### src/rtl/core/lass_pkg.sv
`timescale 1ns / 1ps

package lass_pkg;

    // field widths
    localparam int CFG_W   = 6;
    localparam int ADDR_W  = 2;
    localparam int SEQ_W   = 32;
    localparam int ACC_W   = 7;
    localparam int BND_W   = 8;

    // sequence length limits
    localparam int MAX_LEN_DEF = 32;
    localparam int MIN_LEN     = 2;

    // register indexes
    localparam logic [ADDR_W-1:0] REG_SEQ_LENGTH    = 2'd0;
    localparam logic [ADDR_W-1:0] REG_TARGET_WEIGHT = 2'd1;
    localparam logic [ADDR_W-1:0] REG_MAX_CORR      = 2'd2;

    // register reset values
    localparam logic [CFG_W-1:0] RST_SEQ_LENGTH    = 6'd16;
    localparam logic [CFG_W-1:0] RST_TARGET_WEIGHT = 6'd8;
    localparam logic [CFG_W-1:0] RST_MAX_CORR      = 6'd4;

    typedef enum logic [2:0] {
        ST_WAIT,
        ST_ENTER,
        ST_ECHK,
        ST_PCHK,
        ST_BACK,
        ST_ZERO,
        ST_ZCHK,
        ST_EMIT
    } t_state;

    typedef enum logic [1:0] {
        PH_IDLE,
        PH_PAUSED,
        PH_DONE
    } t_phase;

    typedef enum logic {
        CS_IDLE,
        CS_RUN
    } t_corr_state;

    typedef struct packed {
        logic             start;
        logic             periodic;
        logic [CFG_W-1:0] n;
        logic [CFG_W-1:0] len;
        logic [CFG_W-1:0] max_corr;
    } t_corr_cmd;

    typedef struct packed {
        logic done;
        logic ok;
    } t_corr_sts;

endpackage

### src/rtl/core/lass_if.sv
`timescale 1ns / 1ps

// search request channel
interface lass_req_if;
    logic valid;
    logic ready;
    logic restart;

    modport source (output valid, output restart, input ready);
    modport sink (input valid, input restart, output ready);
endinterface

// search result channel
interface lass_res_if;
    logic                     valid;
    logic                     ready;
    logic [lass_pkg::SEQ_W-1:0] sequence_res;
    logic                     found;

    modport source (output valid, output sequence_res, output found, input ready);
    modport sink (input valid, input sequence_res, input found, output ready);
endinterface

// register write channel
interface lass_cfg_if;
    logic                        valid;
    logic                        ready;
    logic [lass_pkg::ADDR_W-1:0] addr;
    logic [lass_pkg::CFG_W-1:0]  data;

    modport source (output valid, output addr, output data, input ready);
    modport sink (input valid, input addr, input data, output ready);
endinterface

### src/rtl/core/lass_corr.sv
`timescale 1ns / 1ps

// bit-serial correlator: one product term per cycle, one shift per row
module lass_corr #(
    parameter int MAX_LEN = lass_pkg::MAX_LEN_DEF
) (
    input  logic                 i_clk,
    input  logic                 i_rst_n,
    input  lass_pkg::t_corr_cmd  i_cmd,
    input  logic [MAX_LEN-1:0]   i_seq,
    output lass_pkg::t_corr_sts  o_sts
);

    localparam int IDX_W = $clog2(MAX_LEN);
    localparam int CFG_W = lass_pkg::CFG_W;
    localparam int ACC_W = lass_pkg::ACC_W;
    localparam int BND_W = lass_pkg::BND_W;

    lass_pkg::t_corr_state r_cst, n_cst;
    logic                     r_done, n_done;
    logic                     r_ok, n_ok;
    logic                     r_periodic, n_periodic;
    logic [CFG_W-1:0]         r_n, n_n;
    logic [BND_W-1:0]         r_bound, n_bound;
    logic [IDX_W-1:0]         r_u, n_u;
    logic [IDX_W-1:0]         r_i, n_i;
    logic signed [ACC_W-1:0]  r_acc, n_acc;

    logic [CFG_W-1:0]         j_sum;
    logic [CFG_W-1:0]         j_idx;
    logic                     same;
    logic signed [ACC_W-1:0]  acc_nxt;
    logic [ACC_W-1:0]         acc_abs;
    logic                     over;
    logic [CFG_W-1:0]         last_i;
    logic [CFG_W-1:0]         last_u;
    logic                     row_end;
    logic                     col_end;
    logic                     short_pfx;

    // partner index, wrapped for the periodic form
    assign j_sum   = CFG_W'(r_i) + CFG_W'(r_u);
    assign j_idx   = (r_periodic && (j_sum >= r_n)) ? (j_sum - r_n) : j_sum;
    assign same    = (i_seq[r_i] == i_seq[j_idx[IDX_W-1:0]]);
    assign acc_nxt = same ? (r_acc + ACC_W'(1)) : (r_acc - ACC_W'(1));
    assign acc_abs = acc_nxt[ACC_W-1] ? ACC_W'(-acc_nxt) : ACC_W'(acc_nxt);
    assign over    = (BND_W'(acc_abs) > r_bound);

    assign last_i  = r_periodic ? (r_n - CFG_W'(1))
                                : (r_n - CFG_W'(1) - CFG_W'(r_u));
    assign last_u  = r_periodic ? {1'b0, r_n[CFG_W-1:1]} : (r_n - CFG_W'(1));
    assign row_end = (CFG_W'(r_i) == last_i);
    assign col_end = (CFG_W'(r_u) == last_u);

    assign short_pfx = !i_cmd.periodic && (i_cmd.n < CFG_W'(lass_pkg::MIN_LEN));

    always_comb begin
        n_cst = r_cst;
        unique case (r_cst)
            lass_pkg::CS_IDLE: begin
                if (i_cmd.start && !short_pfx) begin
                    n_cst = lass_pkg::CS_RUN;
                end
            end
            lass_pkg::CS_RUN: begin
                if (row_end && (over || col_end)) begin
                    n_cst = lass_pkg::CS_IDLE;
                end
            end
            default: n_cst = lass_pkg::CS_IDLE;
        endcase
    end

    always_comb begin
        n_done     = 1'b0;
        n_ok       = r_ok;
        n_periodic = r_periodic;
        n_n        = r_n;
        n_bound    = r_bound;
        n_u        = r_u;
        n_i        = r_i;
        n_acc      = r_acc;
        unique case (r_cst)
            lass_pkg::CS_IDLE: begin
                if (i_cmd.start) begin
                    n_periodic = i_cmd.periodic;
                    n_n        = i_cmd.n;
                    // prefix slack: bits still to be placed
                    n_bound    = BND_W'(i_cmd.max_corr)
                               + (i_cmd.periodic ? BND_W'(0)
                                                 : (BND_W'(i_cmd.len) - BND_W'(i_cmd.n)));
                    n_u        = IDX_W'(1);
                    n_i        = '0;
                    n_acc      = '0;
                    if (short_pfx) begin
                        n_done = 1'b1;
                        n_ok   = 1'b1;
                    end
                end
            end
            lass_pkg::CS_RUN: begin
                if (row_end) begin
                    if (over) begin
                        n_done = 1'b1;
                        n_ok   = 1'b0;
                    end else if (col_end) begin
                        n_done = 1'b1;
                        n_ok   = 1'b1;
                    end else begin
                        n_u   = r_u + IDX_W'(1);
                        n_i   = '0;
                        n_acc = '0;
                    end
                end else begin
                    n_i   = r_i + IDX_W'(1);
                    n_acc = acc_nxt;
                end
            end
            default: n_done = 1'b0;
        endcase
    end

    always_ff @(posedge i_clk) begin
        if (!i_rst_n) begin
            r_cst  <= lass_pkg::CS_IDLE;
            r_done <= 1'b0;
        end else begin
            r_cst  <= n_cst;
            r_done <= n_done;
        end
    end

    always_ff @(posedge i_clk) begin
        r_ok       <= n_ok;
        r_periodic <= n_periodic;
        r_n        <= n_n;
        r_bound    <= n_bound;
        r_u        <= n_u;
        r_i        <= n_i;
        r_acc      <= n_acc;
    end

    assign o_sts.done = r_done;
    assign o_sts.ok   = r_ok;

endmodule

### src/rtl/core/low_autocorrelation_sequence_search.sv
`timescale 1ns / 1ps

// channel   dir  modport  payload                     request meaning
// i_req     in   sink     restart                     find next sequence (1: from scratch)
// o_res     out  source   sequence_res[31:0], found   next hit, or found=0 when exhausted
// i_cfg     in   sink     addr[1:0], data[5:0]        register write, always ready
//
// each tree node costs a pass through the control states plus one pass of the
// bit-serial correlator: aperiodic over an n-bit prefix, periodic over shifts
// 1..L/2 at a leaf; a request therefore takes a data-dependent time to
// search; one request is searched at a time
// reset is synchronous, active low, and loads the register defaults
// a finished result waits in the output register; the next request is taken
// meanwhile and its search only stalls when it has another result to hand over
module low_autocorrelation_sequence_search #(
    parameter int MAX_LEN = lass_pkg::MAX_LEN_DEF
) (
    input  logic           i_clk,
    input  logic           i_rst_n,
    lass_req_if.sink       i_req,
    lass_res_if.source     o_res,
    lass_cfg_if.sink       i_cfg
);

    localparam int LEN_W = $clog2(MAX_LEN + 1);
    localparam int IDX_W = $clog2(MAX_LEN);
    localparam int CFG_W = lass_pkg::CFG_W;
    localparam int SEQ_W = lass_pkg::SEQ_W;
    localparam int BND_W = lass_pkg::BND_W;

    // search control
    lass_pkg::t_state r_state, n_state;
    lass_pkg::t_phase r_phase, n_phase;

    // configuration registers
    logic [CFG_W-1:0]   r_seq_length, n_seq_length;
    logic [CFG_W-1:0]   r_target, n_target;
    logic [CFG_W-1:0]   r_max_corr, n_max_corr;

    // search tree position
    logic [MAX_LEN-1:0] r_seq, n_seq;
    logic [LEN_W-1:0]   r_depth, n_depth;
    logic [LEN_W-1:0]   r_ones, n_ones;
    logic [MAX_LEN-1:0] r_marks, n_marks;
    logic               r_hit, n_hit;

    // output register
    logic               r_res_valid, n_res_valid;
    logic [SEQ_W-1:0]   r_res_seq, n_res_seq;
    logic               r_res_found, n_res_found;

    logic                req_acc;
    logic                cfg_wr;
    logic                res_load;
    logic [LEN_W-1:0]    len_eff;
    logic [LEN_W-1:0]    room;
    logic [LEN_W-1:0]    dm1;
    logic [LEN_W-1:0]    dp1;
    logic                prune;
    logic                at_leaf;
    logic [SEQ_W-1:0]    seq_wide;
    lass_pkg::t_corr_cmd corr_cmd;
    lass_pkg::t_corr_sts corr_sts;

    assign i_req.ready = (r_state == lass_pkg::ST_WAIT);
    assign i_cfg.ready = 1'b1;
    assign req_acc     = i_req.valid && i_req.ready;
    assign cfg_wr      = i_cfg.valid && i_cfg.ready;

    // out-of-range lengths are clamped
    always_comb begin
        if (r_seq_length < CFG_W'(lass_pkg::MIN_LEN)) begin
            len_eff = LEN_W'(lass_pkg::MIN_LEN);
        end else if (r_seq_length > CFG_W'(MAX_LEN)) begin
            len_eff = LEN_W'(MAX_LEN);
        end else begin
            len_eff = r_seq_length[LEN_W-1:0];
        end
    end

    assign room    = len_eff - r_depth;
    assign dm1     = r_depth - LEN_W'(1);
    assign dp1     = r_depth + LEN_W'(1);
    assign at_leaf = (r_depth == len_eff);

    // weight can no longer land on the target
    assign prune = (BND_W'(r_ones) > BND_W'(r_target))
                || ((BND_W'(r_ones) + BND_W'(room)) < BND_W'(r_target));

    // free slot in the output register
    assign res_load = (r_state == lass_pkg::ST_EMIT) && (!r_res_valid || o_res.ready);

    always_comb begin
        seq_wide = '0;
        seq_wide[MAX_LEN-1:0] = r_seq;
    end

    // next state
    always_comb begin
        n_state = r_state;
        unique case (r_state)
            lass_pkg::ST_WAIT: begin
                if (req_acc) begin
                    if (i_req.restart || (r_phase == lass_pkg::PH_IDLE)) begin
                        n_state = lass_pkg::ST_ENTER;
                    end else if (r_phase == lass_pkg::PH_DONE) begin
                        n_state = lass_pkg::ST_EMIT;
                    end else begin
                        n_state = lass_pkg::ST_BACK;
                    end
                end
            end
            lass_pkg::ST_ENTER: begin
                if (prune) begin
                    n_state = lass_pkg::ST_BACK;
                end else if (at_leaf) begin
                    n_state = lass_pkg::ST_PCHK;
                end else begin
                    n_state = lass_pkg::ST_ECHK;
                end
            end
            lass_pkg::ST_ECHK: begin
                if (corr_sts.done) begin
                    n_state = corr_sts.ok ? lass_pkg::ST_ENTER : lass_pkg::ST_ZERO;
                end
            end
            lass_pkg::ST_ZCHK: begin
                if (corr_sts.done) begin
                    n_state = corr_sts.ok ? lass_pkg::ST_ENTER : lass_pkg::ST_BACK;
                end
            end
            lass_pkg::ST_PCHK: begin
                if (corr_sts.done) begin
                    n_state = corr_sts.ok ? lass_pkg::ST_EMIT : lass_pkg::ST_BACK;
                end
            end
            lass_pkg::ST_BACK: begin
                if (r_depth == '0) begin
                    n_state = lass_pkg::ST_EMIT;
                end else begin
                    // 1-branch used up goes on to the 0-branch, else climb further
                    n_state = r_marks[dm1[IDX_W-1:0]] ? lass_pkg::ST_BACK
                                                      : lass_pkg::ST_ZERO;
                end
            end
            lass_pkg::ST_ZERO: begin
                n_state = lass_pkg::ST_ZCHK;
            end
            lass_pkg::ST_EMIT: begin
                if (res_load) begin
                    n_state = lass_pkg::ST_WAIT;
                end
            end
            default: n_state = lass_pkg::ST_WAIT;
        endcase
    end

    // datapath and outputs
    always_comb begin
        n_phase      = r_phase;
        n_seq_length = r_seq_length;
        n_target     = r_target;
        n_max_corr   = r_max_corr;
        n_seq        = r_seq;
        n_depth      = r_depth;
        n_ones       = r_ones;
        n_marks      = r_marks;
        n_hit        = r_hit;
        n_res_seq    = r_res_seq;
        n_res_found  = r_res_found;
        n_res_valid  = o_res.ready ? 1'b0 : r_res_valid;

        corr_cmd.start    = 1'b0;
        corr_cmd.periodic = 1'b0;
        corr_cmd.n        = CFG_W'(dp1);
        corr_cmd.len      = CFG_W'(len_eff);
        corr_cmd.max_corr = r_max_corr;

        unique case (r_state)
            lass_pkg::ST_WAIT: begin
                if (req_acc) begin
                    if (i_req.restart || (r_phase == lass_pkg::PH_IDLE)) begin
                        n_seq   = '0;
                        n_depth = '0;
                        n_ones  = '0;
                        n_marks = '0;
                    end else if (r_phase == lass_pkg::PH_DONE) begin
                        n_hit = 1'b0;
                    end else if (r_depth > len_eff) begin
                        n_depth = len_eff;
                    end
                end
            end
            lass_pkg::ST_ENTER: begin
                if (!prune) begin
                    if (at_leaf) begin
                        corr_cmd.start    = 1'b1;
                        corr_cmd.periodic = 1'b1;
                        corr_cmd.n        = CFG_W'(len_eff);
                    end else begin
                        // try the 1-branch first
                        n_seq[r_depth[IDX_W-1:0]]   = 1'b1;
                        n_marks[r_depth[IDX_W-1:0]] = 1'b0;
                        corr_cmd.start              = 1'b1;
                    end
                end
            end
            lass_pkg::ST_ECHK: begin
                if (corr_sts.done && corr_sts.ok) begin
                    n_ones  = r_ones + LEN_W'(1);
                    n_depth = dp1;
                end
            end
            lass_pkg::ST_ZCHK: begin
                if (corr_sts.done && corr_sts.ok) begin
                    n_depth = dp1;
                end
            end
            lass_pkg::ST_PCHK: begin
                if (corr_sts.done && corr_sts.ok) begin
                    n_hit   = 1'b1;
                    n_phase = lass_pkg::PH_PAUSED;
                end
            end
            lass_pkg::ST_BACK: begin
                if (r_depth == '0) begin
                    n_hit   = 1'b0;
                    n_phase = lass_pkg::PH_DONE;
                end else begin
                    n_depth = dm1;
                    if (r_seq[dm1[IDX_W-1:0]] && (r_ones != '0)) begin
                        n_ones = r_ones - LEN_W'(1);
                    end
                end
            end
            lass_pkg::ST_ZERO: begin
                n_seq[r_depth[IDX_W-1:0]]   = 1'b0;
                n_marks[r_depth[IDX_W-1:0]] = 1'b1;
                corr_cmd.start              = 1'b1;
            end
            lass_pkg::ST_EMIT: begin
                if (res_load) begin
                    n_res_valid = 1'b1;
                    n_res_seq   = r_hit ? seq_wide : '0;
                    n_res_found = r_hit;
                end
            end
            default: n_hit = r_hit;
        endcase

        // any known register write drops back to a fresh search
        if (cfg_wr) begin
            unique case (i_cfg.addr)
                lass_pkg::REG_SEQ_LENGTH: begin
                    n_seq_length = i_cfg.data;
                    n_phase      = lass_pkg::PH_IDLE;
                end
                lass_pkg::REG_TARGET_WEIGHT: begin
                    n_target = i_cfg.data;
                    n_phase  = lass_pkg::PH_IDLE;
                end
                lass_pkg::REG_MAX_CORR: begin
                    n_max_corr = i_cfg.data;
                    n_phase    = lass_pkg::PH_IDLE;
                end
                default: n_phase = n_phase;
            endcase
        end
    end

    always_ff @(posedge i_clk) begin
        if (!i_rst_n) begin
            r_state      <= lass_pkg::ST_WAIT;
            r_phase      <= lass_pkg::PH_IDLE;
            r_seq_length <= lass_pkg::RST_SEQ_LENGTH;
            r_target     <= lass_pkg::RST_TARGET_WEIGHT;
            r_max_corr   <= lass_pkg::RST_MAX_CORR;
            r_seq        <= '0;
            r_depth      <= '0;
            r_ones       <= '0;
            r_marks      <= '0;
            r_hit        <= 1'b0;
            r_res_valid  <= 1'b0;
        end else begin
            r_state      <= n_state;
            r_phase      <= n_phase;
            r_seq_length <= n_seq_length;
            r_target     <= n_target;
            r_max_corr   <= n_max_corr;
            r_seq        <= n_seq;
            r_depth      <= n_depth;
            r_ones       <= n_ones;
            r_marks      <= n_marks;
            r_hit        <= n_hit;
            r_res_valid  <= n_res_valid;
        end
    end

    always_ff @(posedge i_clk) begin
        r_res_seq   <= n_res_seq;
        r_res_found <= n_res_found;
    end

    assign o_res.valid        = r_res_valid;
    assign o_res.sequence_res = r_res_seq;
    assign o_res.found        = r_res_found;

    lass_corr #(
        .MAX_LEN (MAX_LEN)
    ) u_corr (
        .i_clk   (i_clk),
        .i_rst_n (i_rst_n),
        .i_cmd   (corr_cmd),
        .i_seq   (r_seq),
        .o_sts   (corr_sts)
    );

    // correlator only reports while the search waits on it
    a_done_in_check: assert property (@(posedge i_clk) disable iff (!i_rst_n)
        corr_sts.done |-> (r_state == lass_pkg::ST_ECHK || r_state == lass_pkg::ST_ZCHK
                           || r_state == lass_pkg::ST_PCHK))
        else $error("correlator result outside a check state");

    // a check result always moves the search on
    a_done_leaves: assert property (@(posedge i_clk) disable iff (!i_rst_n)
        corr_sts.done |=> !(r_state == lass_pkg::ST_ECHK || r_state == lass_pkg::ST_ZCHK
                            || r_state == lass_pkg::ST_PCHK))
        else $error("search stuck after correlator result");

    // an accepted request always starts work
    a_req_starts: assert property (@(posedge i_clk) disable iff (!i_rst_n)
        req_acc |=> (r_state != lass_pkg::ST_WAIT))
        else $error("request accepted but search did not start");

endmodule

### src/flat_wrapper.sv
// flat-port wrapper written by rule: the top's interface ports become plain ports
module low_autocorrelation_sequence_search_flat 
#(
    parameter int MAX_LEN = lass_pkg::MAX_LEN_DEF
)
  (i_clk, i_rst_n, i_req_valid, i_req_restart, i_req_ready, o_res_valid, o_res_sequence_res, o_res_found, o_res_ready, i_cfg_valid, i_cfg_addr, i_cfg_data, i_cfg_ready);
  lass_req_if i_req_i ();
  lass_res_if o_res_i ();
  lass_cfg_if i_cfg_i ();
  input  logic i_clk;
  input  logic i_rst_n;
  input wire logic [$bits(i_req_i.valid)-1:0] i_req_valid;
  input wire logic [$bits(i_req_i.restart)-1:0] i_req_restart;
  output wire logic [$bits(i_req_i.ready)-1:0] i_req_ready;
  output wire logic [$bits(o_res_i.valid)-1:0] o_res_valid;
  output wire logic [$bits(o_res_i.sequence_res)-1:0] o_res_sequence_res;
  output wire logic [$bits(o_res_i.found)-1:0] o_res_found;
  input wire logic [$bits(o_res_i.ready)-1:0] o_res_ready;
  input wire logic [$bits(i_cfg_i.valid)-1:0] i_cfg_valid;
  input wire logic [$bits(i_cfg_i.addr)-1:0] i_cfg_addr;
  input wire logic [$bits(i_cfg_i.data)-1:0] i_cfg_data;
  output wire logic [$bits(i_cfg_i.ready)-1:0] i_cfg_ready;
  assign i_req_i.valid = i_req_valid;
  assign i_req_i.restart = i_req_restart;
  assign i_req_ready = i_req_i.ready;
  assign o_res_valid = o_res_i.valid;
  assign o_res_sequence_res = o_res_i.sequence_res;
  assign o_res_found = o_res_i.found;
  assign o_res_i.ready = o_res_ready;
  assign i_cfg_i.valid = i_cfg_valid;
  assign i_cfg_i.addr = i_cfg_addr;
  assign i_cfg_i.data = i_cfg_data;
  assign i_cfg_ready = i_cfg_i.ready;
  low_autocorrelation_sequence_search #(.MAX_LEN(MAX_LEN)) u_core (.i_clk(i_clk), .i_rst_n(i_rst_n), .i_req(i_req_i), .o_res(o_res_i), .i_cfg(i_cfg_i));
endmodule
### config.mk
export PLATFORM = sky130hd
export DESIGN_NAME = low_autocorrelation_sequence_search_flat
export DESIGN_NICKNAME = d
export VERILOG_FILES = /design/src/rtl/core/lass_pkg.sv /design/src/rtl/core/lass_if.sv /design/src/rtl/core/lass_corr.sv /design/src/rtl/core/low_autocorrelation_sequence_search.sv /design/src/flat_wrapper.sv
export SDC_FILE = /design/constraint.sdc
export NUM_CORES = 1
export LEC_CHECK = 0
export ABC_AREA = 1
export BUFFER_PORTS_ARGS = -buffer_cell sky130_fd_sc_hd__buf_2
export CAP_MARGIN = 20
export CORE_ASPECT_RATIO = 0.9
export CORE_MARGIN = 4
export CORE_UTILIZATION = 50
export CTS_BUF_LIST = sky130_fd_sc_hd__clkbuf_4 sky130_fd_sc_hd__clkbuf_8
export DETAILED_ROUTE_END_ITERATION = 16
export MAX_ROUTING_LAYER = met4
export PLACE_DENSITY_LB_ADDON = 0.05
export SETUP_SLACK_MARGIN = 0.1
export SLEW_MARGIN = 15
export SYNTH_ARGS = -nofsm -noshare
export SYNTH_HDL_FRONTEND = slang
export SYNTH_SLANG_ARGS = --single-unit
### constraint.sdc
create_clock -name i_clk -period 6.9 [get_ports i_clk]
set_input_delay 0.345 -clock i_clk [delete_from_list [all_inputs] [get_ports i_clk]]
set_output_delay 0.345 -clock i_clk [all_outputs]
set_load 0.1 [all_outputs]
-- Yosys cells after proc, flatten, opt, wreduce, memory -nomap -nowiden
Index checks and enable logic that the tools add are counted.
- register bits after elaboration: 169
- latch bits: 0
- bits in writable memories: 0
- memory bits (read-only): 0
- bits of input ports: 14
- output and inout port bits: 36
- logic and storage cells: 240
- memories kept: 0
- add/sub/neg operators: 17
- multiply operators: 0
- div/mod/pow operators: 0
- $lt $le $gt $ge: 13
- equality and inequality tests: 40
- shift-type cells: 0
- multiplexer cells: 102
- bitwise logic cells: 6
- reductions and logical operators: 40
- operators by type and width (operator ; count):
    32-bit 2-to-1 mux ; 6
    32-bit case mux with 3 select lines ; 2
    6-bit 2-to-1 mux ; 15
    32-bit AND ; 2
    32-bit bitwise OR ; 2
    7-bit 2-to-1 mux ; 8
    5-bit 2-to-1 mux ; 9
    6-bit case mux with 3 select lines ; 2
    32-bit NOT ; 1
    3-bit 2-to-1 mux ; 10
    2-bit inequality test, second input constant ; 14
    1-bit 2-to-1 mux ; 27
    5-bit by 6-bit less-than comparator with 1-bit output, second input constant ; 4
    3-bit case mux with 8 select lines ; 1
    1-bit binary-select mux with 5-bit select ; 4
    5-bit case mux with 2 select lines ; 2
    6-bit AND reduction ; 3
    6-bit by 1-bit subtractor with 6-bit output, second input constant ; 3
    8-bit 2-to-1 mux ; 2
    2-bit by 1-bit inequality test with 1-bit output, second input constant ; 7
    7-bit case mux with 2 select lines ; 1
    6-bit by 1-bit adder with 6-bit output, second input constant ; 2
    3-bit == test, second input constant ; 4
    5-bit by 6-bit == test with 1-bit output ; 2
    46 further kinds ; 85

-- Logic depth before layout (Yosys ltp)
- word-level depth: 15
- gate-level depth with buffers: 47
- gate-level depth less buffers: 46

-- Hierarchy
Synthesis repeated with hierarchy kept, for this count alone.
- cells, all modules: 1754
- area total of the unflattened synthesis: 12205.5 um^2
- modules (own cells, without submodules) (module ; times used ; cells an instance ; area each (um^2)):
    low_autocorrelation_sequence_search ; 1 ; 1198 ; 8135.3
    lass_corr ; 1 ; 556 ; 4070.2

-- Least setup slack after synthesis
No wires, ideal clock.
- kind: register to register
- from: register u_core.u_corr.r_u[0]
- to: register u_core.u_corr.r_u[0] (enable)
- setup time: 0.374 ns
- arrival: 5.819 ns
- slack: 0.708 ns
- cell stages (with the launch flop): 43
- path buffers: 1
- period minus slack after synthesis: 6.192 ns
- cell sequence: edfxtp_1 ha_1 fa_1 nand3_1 nand2_1 xor2_1 ha_1 nand2_1 nor2_2 nand2_1 nand3_2 nand2_4 nand2_2 nand2_2 buf_6 nand2_1 nand3_1 nand3_1 (+7 left out) nand2_1 a21oi_1 o21bai_1 xor2_1 inv_1 nand3_2 nand3_1 nand2_1 inv_1 ha_1 a21oi_1 o21a_1 o21ai_0 a21oi_1 nor2_1 a21oi_1 nand2_1 o21ai_0
- longest elaborated chain between the ends: 13
- elaborated cells on any way between the ends: 20
- those cells by class: add/sub: 4; order compare: 2; eq/ne: 6; mux: 6; reduce/logical: 2
- RTL lines (what ; line ; RTL):
    start, declared ; lass_corr.sv:25 ; logic [IDX_W-1:0] r_u, n_u;
    start signal, assigned ; lass_corr.sv:138 ; r_u <= n_u;
    5-bit by 5-bit adder with 6-bit output ; lass_corr.sv:42 ; assign j_sum = CFG_W'(r_i) + CFG_W'(r_u);
    6-bit greater-or-equal comparator ; lass_corr.sv:43 ; assign j_idx = (r_periodic && (j_sum >= r_n)) ? (j_sum - r_n) : j_sum;
    1-bit logical AND ; lass_corr.sv:43 ;
    5-bit 2-to-1 mux ; lass_corr.sv:43 ;
    1-bit binary-select mux with 5-bit select ; lass_corr.sv:44 ; assign same = (i_seq[r_i] == i_seq[j_idx[IDX_W-1:0]]);
    1-bit 2-to-1 mux (implied by the code) ; lass_corr.sv:44 ;
    1-bit == test ; lass_corr.sv:44 ;
    7-bit 2-to-1 mux ; lass_corr.sv:45 ; assign acc_nxt = same ? (r_acc + ACC_W'(1)) : (r_acc - ACC_W'(1));
    7-bit negator ; lass_corr.sv:46 ; assign acc_abs = acc_nxt[ACC_W-1] ? ACC_W'(-acc_nxt) : ACC_W'(acc_nxt);
    7-bit 2-to-1 mux ; lass_corr.sv:46 ;
    7-bit by 8-bit > comparator with 1-bit output ; lass_corr.sv:47 ; assign over = (BND_W'(acc_abs) > r_bound);
    2-bit inequality test (no line) ; -- ;
    4-bit AND reduction (no line) * ; -- ;
Mark *: on every way between the ends. The rest lies on a longest branch, timed or not. The select of a mux whose other input is x is not followed.
A chain may end at the register's enable or synchronous reset.

-- Worst setup path in the final report
- from: register u_core.u_corr.r_i[0]
- to: register u_core.u_corr.r_acc[0] (enable)
- longest elaborated chain between the ends: 13
- elaborated cells on any way between the ends: 18
- those cells by class: add/sub: 3; order compare: 2; eq/ne: 4; mux: 7; reduce/logical: 2
- RTL lines (what ; line ; RTL):
    start, declared ; lass_corr.sv:26 ; logic [IDX_W-1:0] r_i, n_i;
    start signal, assigned ; lass_corr.sv:139 ; r_i <= n_i;
    5-bit by 5-bit adder with 6-bit output ; lass_corr.sv:42 ;
    6-bit greater-or-equal comparator ; lass_corr.sv:43 ;
    1-bit logical AND ; lass_corr.sv:43 ;
    5-bit 2-to-1 mux ; lass_corr.sv:43 ;
    1-bit binary-select mux with 5-bit select ; lass_corr.sv:44 ;
    1-bit 2-to-1 mux (implied by the code) ; lass_corr.sv:44 ;
    1-bit == test ; lass_corr.sv:44 ;
    7-bit 2-to-1 mux ; lass_corr.sv:45 ;
    7-bit negator ; lass_corr.sv:46 ;
    7-bit 2-to-1 mux ; lass_corr.sv:46 ;
    7-bit by 8-bit > comparator with 1-bit output ; lass_corr.sv:47 ;
    3-bit inequality test (no line) ; -- ;
    3-bit AND reduction (no line) * ; -- ;
    end signal, assigned ; lass_corr.sv:140 ; r_acc <= n_acc;
    end, declared ; lass_corr.sv:27 ; logic signed [ACC_W-1:0] r_acc, n_acc;
Marks and branches as above.

==> run metrics <==
HP Class input pin to flop; worst clock skew 0.0187 ns; first-pass GRT wire length 54700 um; Core Area 23300 sq um; outcome finished clean; Syn Inst Count 1681; Cell Area, Synth 11900 sq um; layout cells sized above 1 11.0%; TritonRoute pass-1 iters 8; cell mode on critical path nand2_1; Max H-tree Level 4; Synth Area per Inst 7.07 sq um; CP max stage delay 0.42 ns; largest net degree at the start of global routing 65; TNS Setup 0 ns; Yosys cell types 49; measured slew at the worst slew-check pin 0.795 ns; hold_buf cts 0; Total GRT Usage 26.8%; Routed Antenna Nets 0; Post-synth EDFFs 66; RSZ-0062 raised after global routing no; Main synth FF type dfxtp_1; Skew-Pair Late Insertion Delay 0.48 ns; layout net count 1822; Hold Path End u_core.r_max_corr[2]$_SDFFE_PN1P_; Die X 170 um; Final setup viols 0; crit path DAT 6.67 ns; row cnt 53; flops & latches, synth 169; Layout Area Growth over Synthesis 10.3%; R2R depth 43; total gr overflow 0; crit end category flop; I/O pin total 50; Max Slew Vio Count 0; FF-to-FF End u_core.u_corr.r_acc[0]$_SDFFCE_PN0P_; Post-Route WL 34800 um; via total after detailed routing 11200; clock slew at reported path FFs 0.11 ns; fmax 0.156 GHz; ys async rst share 0%; Hold Startpoint i_cfg_data[2]; worst slack at placement 0.178 ns; gpl congestion 0.947; critical path peak fanout 7; largest cells by area after synthesis dfxtp_1 17%, edfxtp_1 17%, ha_1 8.1%; clock root buffer clkbuf_8; net count after synthesis 1781; max_cap viols 0; type of the worst setup path flop to flop; fin crit share 93.1%; met2 Use GR 38.4%; reg2reg start u_core.u_corr.r_i[0]$_SDFFCE_PN0P_; synth warn 0; full die area 26300 sq um; clock buffer count from CTS 17; Hold Crit Depth 3; grt met3 use 4.37%; most frequent cells in the layout 236 x nand2_1, 235 x inv_1, 229 x nor2_1; CTS Buffer Depth 2; Final Util 56.1%; initial antenna violation count 0; Seq/Total Area, Yosys 34.0%; nature of the critical path startpoint flop; drt wl/cell 17.1 um; CTS tree yes; DRC 0; Die Ht 154 um; Slowest cell on crit path edfxtp_1; shortest period the worst path allows 6.42 ns; grt met1 use 39.3%; commonest non-fill, non-tap cell in the layout nand2_1; IO buf count 48; Hold Slack 0.125 ns; Slew HR 47.0%; Crit path required time 7.15 ns; Yosys top cell by area dfxtp_1; Final WS setup 0.479 ns; vias in the first global route 10200; Iter 0 DRT Violations 1322; Starting Density 50.9%; CTS sink count 169; routed vias/inst 5.52; hpwl dp 24900 um; GR peak layer met1; Synth top area share 17.4%; Antenna Cells 0; R2R Setup Slk 0.48 ns; Final Hold Fails 0
## metrics by stage
step	cell area [sq um]	cells
6_report	13100	2037
4_1_cts	12800	2026
3_3_place_gp	12400	1994
5_1_grt	13100	2037
3_5_place_dp	12400	1994
2_1_floorplan	11900	1681
## cell usage after synthesis, types with 8 or more instances
| cell | instances |
|---|---|
| a211oi_1 | 22 |
| a21oi_1 | 152 |
| a31oi_1 | 9 |
| buf_2 | 12 |
| clkbuf_1 | 39 |
| dfxtp_1 | 103 |
| edfxtp_1 | 66 |
| fa_1 | 9 |
| ha_1 | 77 |
| inv_1 | 236 |
| inv_2 | 11 |
| nand2_1 | 241 |
| nand2_2 | 9 |
| nand3_1 | 111 |
| nand3_2 | 8 |
| nor2_1 | 230 |
| nor3_1 | 37 |
| o211ai_1 | 20 |
| o21ai_0 | 159 |
| xnor2_1 | 19 |
| xor2_1 | 30 |
## metal layers
layer | wire length (um) | part of all wire (%)
met2 | 14800 | 43
met1 | 16300 | 47
met3 | 2940 | 8.4
met4 | 712 | 2.0
met5 | 0 | 0
## area by class of cell
type / count / area, sq um
Tap cell: 302 / 378
Clock inverter: 15 / 176
Inverter: 254 / 956
Sequential cell: 169 / 4050
Timing Repair Buffer: 84 / 514
Clock buffer: 17 / 234
Multi-Input combinational cell: 1196 / 6800
Fill cell: 2282 / 10200
## kinds of logic (layout without fill, tap and decap cells)
group | Yosys count | count (layout) | share of synthesized area [%]
AO/OA/AOI/OAI | 394 | 394 | 18.4
adder cells (fa/ha/maj) | 86 | 86 | 9.63
other | 1 | 1 | 0.0316
AND/OR/NAND/NOR | 664 | 666 | 23.8
buffers and inverters | 318 | 370 | 10.5
XOR/XNOR | 49 | 49 | 3.61
flip-flops | 169 | 169 | 34.0
## sequential cells by signal, summed over array words and instances, names as in the netlist, 7 cells and up
signal / cells
u_core.r_seq: 32
u_core.u_corr.r_acc: 7
u_core.u_corr.r_bound: 8
u_core.o_res.sequence_res: 32
u_core.r_marks: 32
## what timing repair did
item | CTS | global route
buffers inserted | 0 | 8
gates resized for setup | 0 | 43
setup endpoints to repair | 0 | 23
## worst max-delay path, delay by kind of cell, from the launching register on
kind                       cells  cell delay, ns
xor gates and xnor gates       2            0.41
DFF                            1            0.42
adders and majority gates      5            1.54
and+or+nand+nor               21            1.98
buffers and inverters          8            0.70
AOI/OAI and AO/OA              7            1.12
## how the worst max path moves through the flow
stage / start / end / slack, ns / cells after the start
finish: u_core.u_corr.r_i[0]$_SDFFCE_PN0P_ / u_core.u_corr.r_acc[0]$_SDFFCE_PN0P_ / 0.48 / 43
CTS: u_core.u_corr.r_u[1]$_SDFFCE_PN0P_ / u_core.u_corr.r_i[3]$_SDFFCE_PN0P_ / 0.16 / 43
floorplan: u_core.u_corr.r_u[0]$_SDFFCE_PN1P_ / u_core.u_corr.r_u[0]$_SDFFCE_PN1P_ / 0.71 / 42
detailed placement: u_core.u_corr.r_u[1]$_SDFFCE_PN0P_ / u_core.u_corr.r_i[3]$_SDFFCE_PN0P_ / 0.18 / 41
global route: u_core.u_corr.r_i[0]$_SDFFCE_PN0P_ / u_core.u_corr.r_acc[0]$_SDFFCE_PN0P_ / 0.02 / 44
global placement: u_core.u_corr.r_u[1]$_SDFFCE_PN0P_ / u_core.u_corr.r_i[3]$_SDFFCE_PN0P_ / 0.38 / 43
Power is left out: the tool's default activity adds up to more than one toggle a clock period on the data nets, which glitch-free logic cannot reach.
